===== config.mk =====
export PLATFORM = sky130hd
export DESIGN_NAME = clsr_ctrl
export DESIGN_NICKNAME = d
export VERILOG_FILES = /design/src/design/clsr_pkg.sv /design/src/design/clsr_ctrl.sv
export SDC_FILE = /design/constraint.sdc
export NUM_CORES = 1
export LEC_CHECK = 0
export ABC_AREA = 1
export BUFFER_PORTS_ARGS = -buffer_cell sky130_fd_sc_hd__buf_2
export CORE_ASPECT_RATIO = 1.25
export CORE_UTILIZATION = 25
export CTS_CLUSTER_SIZE = 16
export DETAILED_ROUTE_END_ITERATION = 6
export HOLD_SLACK_MARGIN = 0.08
export PLACE_DENSITY = 0.46
export RECOVER_POWER = 100
export SYNTH_ARGS = -nofsm -noshare
export SYNTH_HDL_FRONTEND = slang
export SYNTH_SLANG_ARGS = --single-unit

===== constraint.sdc =====
create_clock -name aclk -period 1.6 [get_ports aclk]
set_clock_uncertainty 0.05 [all_clocks]
set_input_delay 0 -clock aclk [delete_from_list [all_inputs] [get_ports aclk]]
set_output_delay 0 -clock aclk [all_outputs]
set_load 0.03 [all_outputs]

===== src/design/clsr_pkg.sv =====
// Shared constants, command and status types for the combined LCG shuffle generator.
package clsr_pkg;

    localparam int TableEntriesDefault = 32;
    localparam int Warmup = 8;

    localparam logic [30:0] ModOne = 31'd2147483563;
    localparam logic [30:0] ModTwo = 31'd2147483399;
    localparam logic [15:0] MulOne = 16'd40014;
    localparam logic [15:0] MulTwo = 16'd40692;
    localparam logic [7:0] FoldOne = 8'd85;
    localparam logic [7:0] FoldTwo = 8'd249;
    localparam logic [30:0] SecondReset = 31'd123456789;

    localparam longint unsigned ClampNum = 64'd24999997;
    localparam longint unsigned ClampDen = 64'd25000000;
    localparam longint unsigned ClampMinL =
        64'(ModOne) - ((ClampDen - ClampNum) * 64'(ModOne)) / ClampDen;
    localparam logic [30:0] ClampMin = 31'(ClampMinL);
    localparam int ClampPreShift = 6;
    localparam longint unsigned ClampDiv = ClampDen >> ClampPreShift;
    localparam int ClampShift = 49;
    localparam longint unsigned ClampRecipL =
        ((64'd1 << ClampShift) + ClampDiv - 64'd1) / ClampDiv;
    localparam logic [30:0] ClampRecip = 31'(ClampRecipL);
    localparam logic [33:0] ClampBias = 34'(ClampDen - 64'd1);

    localparam logic [0:0] RegRangeLow = 1'b0;
    localparam logic [0:0] RegRangeHigh = 1'b1;
    localparam logic [31:0] RangeLowReset = 32'd0;
    localparam logic [31:0] RangeHighReset = 32'd65536;

    typedef struct packed {
        logic seed_load;
        logic adv1;
        logic adv2;
        logic tbl_wr_seed;
        logic seed_last;
        logic tbl_rd;
        logic draw_upd;
        logic out_load;
    } cmd_t;

    typedef struct packed {
        logic gen1_zero;
        logic out_free;
    } status_t;

endpackage


===== src/design/clsr_ctrl.sv =====
// Sequencer for seeding, drawing and scaling in the combined LCG shuffle generator.
module clsr_ctrl #(
    parameter int TABLE_ENTRIES = clsr_pkg::TableEntriesDefault
) (
    input  logic                             aclk,
    input  logic                             aresetn,
    input  logic                             s_tvalid,
    output logic                             s_tready,
    input  logic                             opcode,
    input  clsr_pkg::status_t                status,
    output clsr_pkg::cmd_t                   cmd,
    output logic [$clog2(TABLE_ENTRIES)-1:0] seed_addr
);

    localparam int SlotBits = $clog2(TABLE_ENTRIES);
    localparam int SeedSteps = TABLE_ENTRIES + clsr_pkg::Warmup;
    localparam int CntBits = $clog2(SeedSteps);
    localparam logic [CntBits-1:0] CntLast = CntBits'(SeedSteps - 1);
    localparam logic [CntBits-1:0] CntWarm = CntBits'(clsr_pkg::Warmup);
    localparam logic [CntBits-1:0] CntOne = CntBits'(1);

    localparam logic [3:0] StIdle    = 4'd0;
    localparam logic [3:0] StSeedMul = 4'd1;
    localparam logic [3:0] StSeedRed = 4'd2;
    localparam logic [3:0] StDrawMul = 4'd3;
    localparam logic [3:0] StDrawRed = 4'd4;
    localparam logic [3:0] StDrawUpd = 4'd5;
    localparam logic [3:0] StScMul   = 4'd6;
    localparam logic [3:0] StScFold1 = 4'd7;
    localparam logic [3:0] StScFold2 = 4'd8;
    localparam logic [3:0] StScFix   = 4'd9;
    localparam logic [3:0] StScOut   = 4'd10;

    logic [3:0] state_reg, state_next;
    logic [CntBits-1:0] cnt_reg, cnt_next;
    logic [CntBits-1:0] addr_full;

    assign s_tready = (state_reg == StIdle);
    assign addr_full = CntLast - cnt_reg;
    assign seed_addr = addr_full[SlotBits-1:0];

    always_comb begin
        state_next = state_reg;
        cnt_next = cnt_reg;
        cmd = '0;
        case (state_reg)
            StIdle: begin
                if (s_tvalid) begin
                    cnt_next = '0;
                    if (opcode || status.gen1_zero) begin
                        cmd.seed_load = 1'b1;
                        state_next = StSeedMul;
                    end else begin
                        state_next = StDrawMul;
                    end
                end
            end
            StSeedMul: state_next = StSeedRed;
            StSeedRed: begin
                cmd.adv1 = 1'b1;
                cmd.tbl_wr_seed = (cnt_reg >= CntWarm);
                if (cnt_reg == CntLast) begin
                    cmd.seed_last = 1'b1;
                    state_next = StDrawMul;
                end else begin
                    cnt_next = cnt_reg + CntOne;
                    state_next = StSeedMul;
                end
            end
            StDrawMul: state_next = StDrawRed;
            StDrawRed: begin
                cmd.adv1 = 1'b1;
                cmd.adv2 = 1'b1;
                cmd.tbl_rd = 1'b1;
                state_next = StDrawUpd;
            end
            StDrawUpd: begin
                cmd.draw_upd = 1'b1;
                state_next = StScMul;
            end
            StScMul:   state_next = StScFold1;
            StScFold1: state_next = StScFold2;
            StScFold2: state_next = StScFix;
            StScFix:   state_next = StScOut;
            StScOut: begin
                if (status.out_free) begin
                    cmd.out_load = 1'b1;
                    state_next = StIdle;
                end
            end
            default: state_next = StIdle;
        endcase
    end

    always_ff @(posedge aclk) begin
        if (!aresetn) begin
            state_reg <= StIdle;
            cnt_reg <= '0;
        end else begin
            state_reg <= state_next;
            cnt_reg <= cnt_next;
        end
    end

endmodule


==> impl_metrics.json <==
{
  "grt_use_total": 0.1356,
  "worstPathCellList": "nor2_2, nand3_1, nor3_1, clkbuf_2",
  "cp-start-kind": "flop",
  "finalSetupViolations": 0,
  "dieArea_um2": 3144,
  "critPathKind": "flop to output pin",
  "io_buffers": 19,
  "yosysSeqAreaShare": 0.2740,
  "num_antenna_cells": 0,
  "ir_worst_vdd_mv": 0.4271,
  "place_area_um2": 860.8,
  "cpMaxStageDelayCell": "dfxtp_1",
  "yosysWarnings": 0,
  "overflow": 0,
  "pre_cts_ws_ns": 0.1768,
  "outcome": "complete, no violations",
  "row_count": 21,
  "max_stage_delay_ns": 0.38,
  "r2r-end": "cnt_reg[2]",
  "whs_ns": 0.09858,
  "drc_errors": 0,
  "die_w_um": 50.36,
  "drtIter0Drc": 18,
  "cp.arrival_ns": 1.44,
  "cts_setup_buffers": 0,
  "syn-mean-instance-area_um2": 6.089,
  "yosys_register_bits": 10,
  "core_area_um2": 2733,
  "final_util": 0.3269,
  "powerDensity_nw_per_um2": 729.3,
  "hold_depth": 6,
  "nets": 154,
  "start_util": 0.2674,
  "fin_tns_setup_ns": 0,
  "vias_per_cell": 4.542,
  "grt_pass1_vias": 760,
  "area_growth_pct": 22.26,
  "htree_levels": 1,
  "drv_slew": 0,
  "hold_start": "opcode",
  "final_common_cell": "nand2_1",
  "holdPathEnd": "state_reg[1]",
  "max_freq_ghz": 0.6703,
  "clkSlewWorstSetupHoldPaths_ns": 0.07,
  "stdcell_count": 177,
  "min_path_type": "input pin to flop",
  "maxCapViolations": 0,
  "wirelength_um": 1931,
  "cts_tree": "done",
  "cp_data_required_time_ns": 1.55,
  "gp_congestion": 0.8181,
  "layout-drive-gt1-share": 0.2098,
  "syn_inst": 120,
  "reg2reg_slack_ns": 0.21,
  "fin_crit_ns": 1.492,
  "syn_nets": 129,
  "num-fill-cells": 323,
  "clk_path_buf_depth": 2,
  "ant_nets": 0,
  "finalWorstSetupSlack_ns": 0.1082,
  "post-route-period-util": 0.9324,
  "end_kind": "output pin",
  "final_cell_mix": "nand2_1 (27), inv_1 (21), nor2_1 (16)",
  "wl_per_cell_um": 10.91,
  "p_total_uw": 651.6,
  "num_vias": 804,
  "max_slew_margin": 0.7580,
  "hold_viol_final": 0,
  "path_max_fanout": 6,
  "timing.rr.start": "state_reg[2]",
  "largest_register_ffs": 6,
  "worstRegToRegCells": 6,
  "cts_buffers": 3,
  "cts_sinks": 10,
  "grt_max_degree": 7,
  "firstDrtPassIters": 4,
  "yosysUniqueCellTypes": 20,
  "clock_latency_ns": 0.26,
  "num_io_pins": 20,
  "power.leakage_nw": 0.4212,
  "placed_cells": 172,
  "fin_area_um2": 893.4,
  "die_y_um": 62.45,
  "worst_pin_slew_ns": 0.3646,
  "cts_root_buffer": "clkbuf_4",
  "dp_hpwl_um": 1589,
  "antenna_found_initial": 0,
  "netlist_area_um2": 730.7,
  "grt_setup_unrepaired": "no",
  "grt_pass1_wl_um": 3236
}
final cells by class:
| type | count | area [um2] | area share |
|---|---|---|---|
| Clock buffer | 3 | 22.52 | 0.02521 |
| Inverter | 24 | 90.09 | 0.1008 |
| Multi-Input combinational cell | 84 | 417.9 | 0.4678 |
| Sequential cell | 10 | 202.7 | 0.2269 |
| Tap cell | 34 | 42.54 | 0.04762 |
| Timing Repair Buffer | 22 | 117.6 | 0.1317 |
worst max-delay path by stage:
stage / slack [ns] / from / to / cells past startpoint
global placement: 0.23 / cnt_reg[0] / cnt_reg[0] / 8
finish: 0.11 / state_reg[2] / cmd[7] / 4
CTS: 0.05 / cnt_reg[0] / cmd[3] / 6
detailed placement: 0.18 / cnt_reg[0] / cnt_reg[0] / 8
global route: 0.009 / state_reg[0] / cmd[4] / 6
floorplan: 0.07 / cnt_reg[1] / cnt_reg[0] / 8
cells by family after synthesis:
kind of cell | share of synthesized area
adders and majority gates | 0.05138
AOI/OAI and AO/OA | 0.1233
DFF | 0.2740
buffers and inverters | 0.1438
and+or+nand+nor | 0.4075
metal layers:
layer / wire length (um) / part of all wire / global-route usage
met2: 960 / 0.50 / 0.2417
met3: 90 / 0.047 / 0.04380
met5: 0 / 0 / 0
met1: 857 / 0.44 / 0.1526
met4: 21 / 0.011 / 0.03125
synth_stat cells (all sizes together):
master,instances,share of area
o211ai,1,0.010
nand3,8,0.055
nor2,20,0.13
ha,3,0.051
nand2,30,0.17
a22oi,1,0.010
buf,2,0.021
a31oi,1,0.0086
dfxtp,10,0.27
nor4,2,0.017
inv,24,0.12
a21oi,6,0.041
o21ai,6,0.041
nor3,1,0.0068
nand4,4,0.034
a41oi,1,0.012
power breakdown:
part,switching [mW],internal (mW)
Combinational,0.138,0.0563
Clock,0.0885,0.0869
Sequential,0.0181,0.264
Total,0.244,0.407
worst max-delay path: cells and delay by family, from the launching register on:
family / cells / cell delay, ns
DFF: 1 / 0.38
buffers and inverters: 1 / 0.24
and+or+nand+nor: 3 / 0.56
what timing repair did:
| action | 4_1_cts | 5_1_grt |
|---|---|---|
| endpoints found under the hold margin | 5 | 0 |
| hold buffers | 2 | 0 |
| resized for setup | 0 | 5 |
| endpoints found under the setup margin | 0 | 2 |
Note: power is estimated with default switching activity, not from simulation.
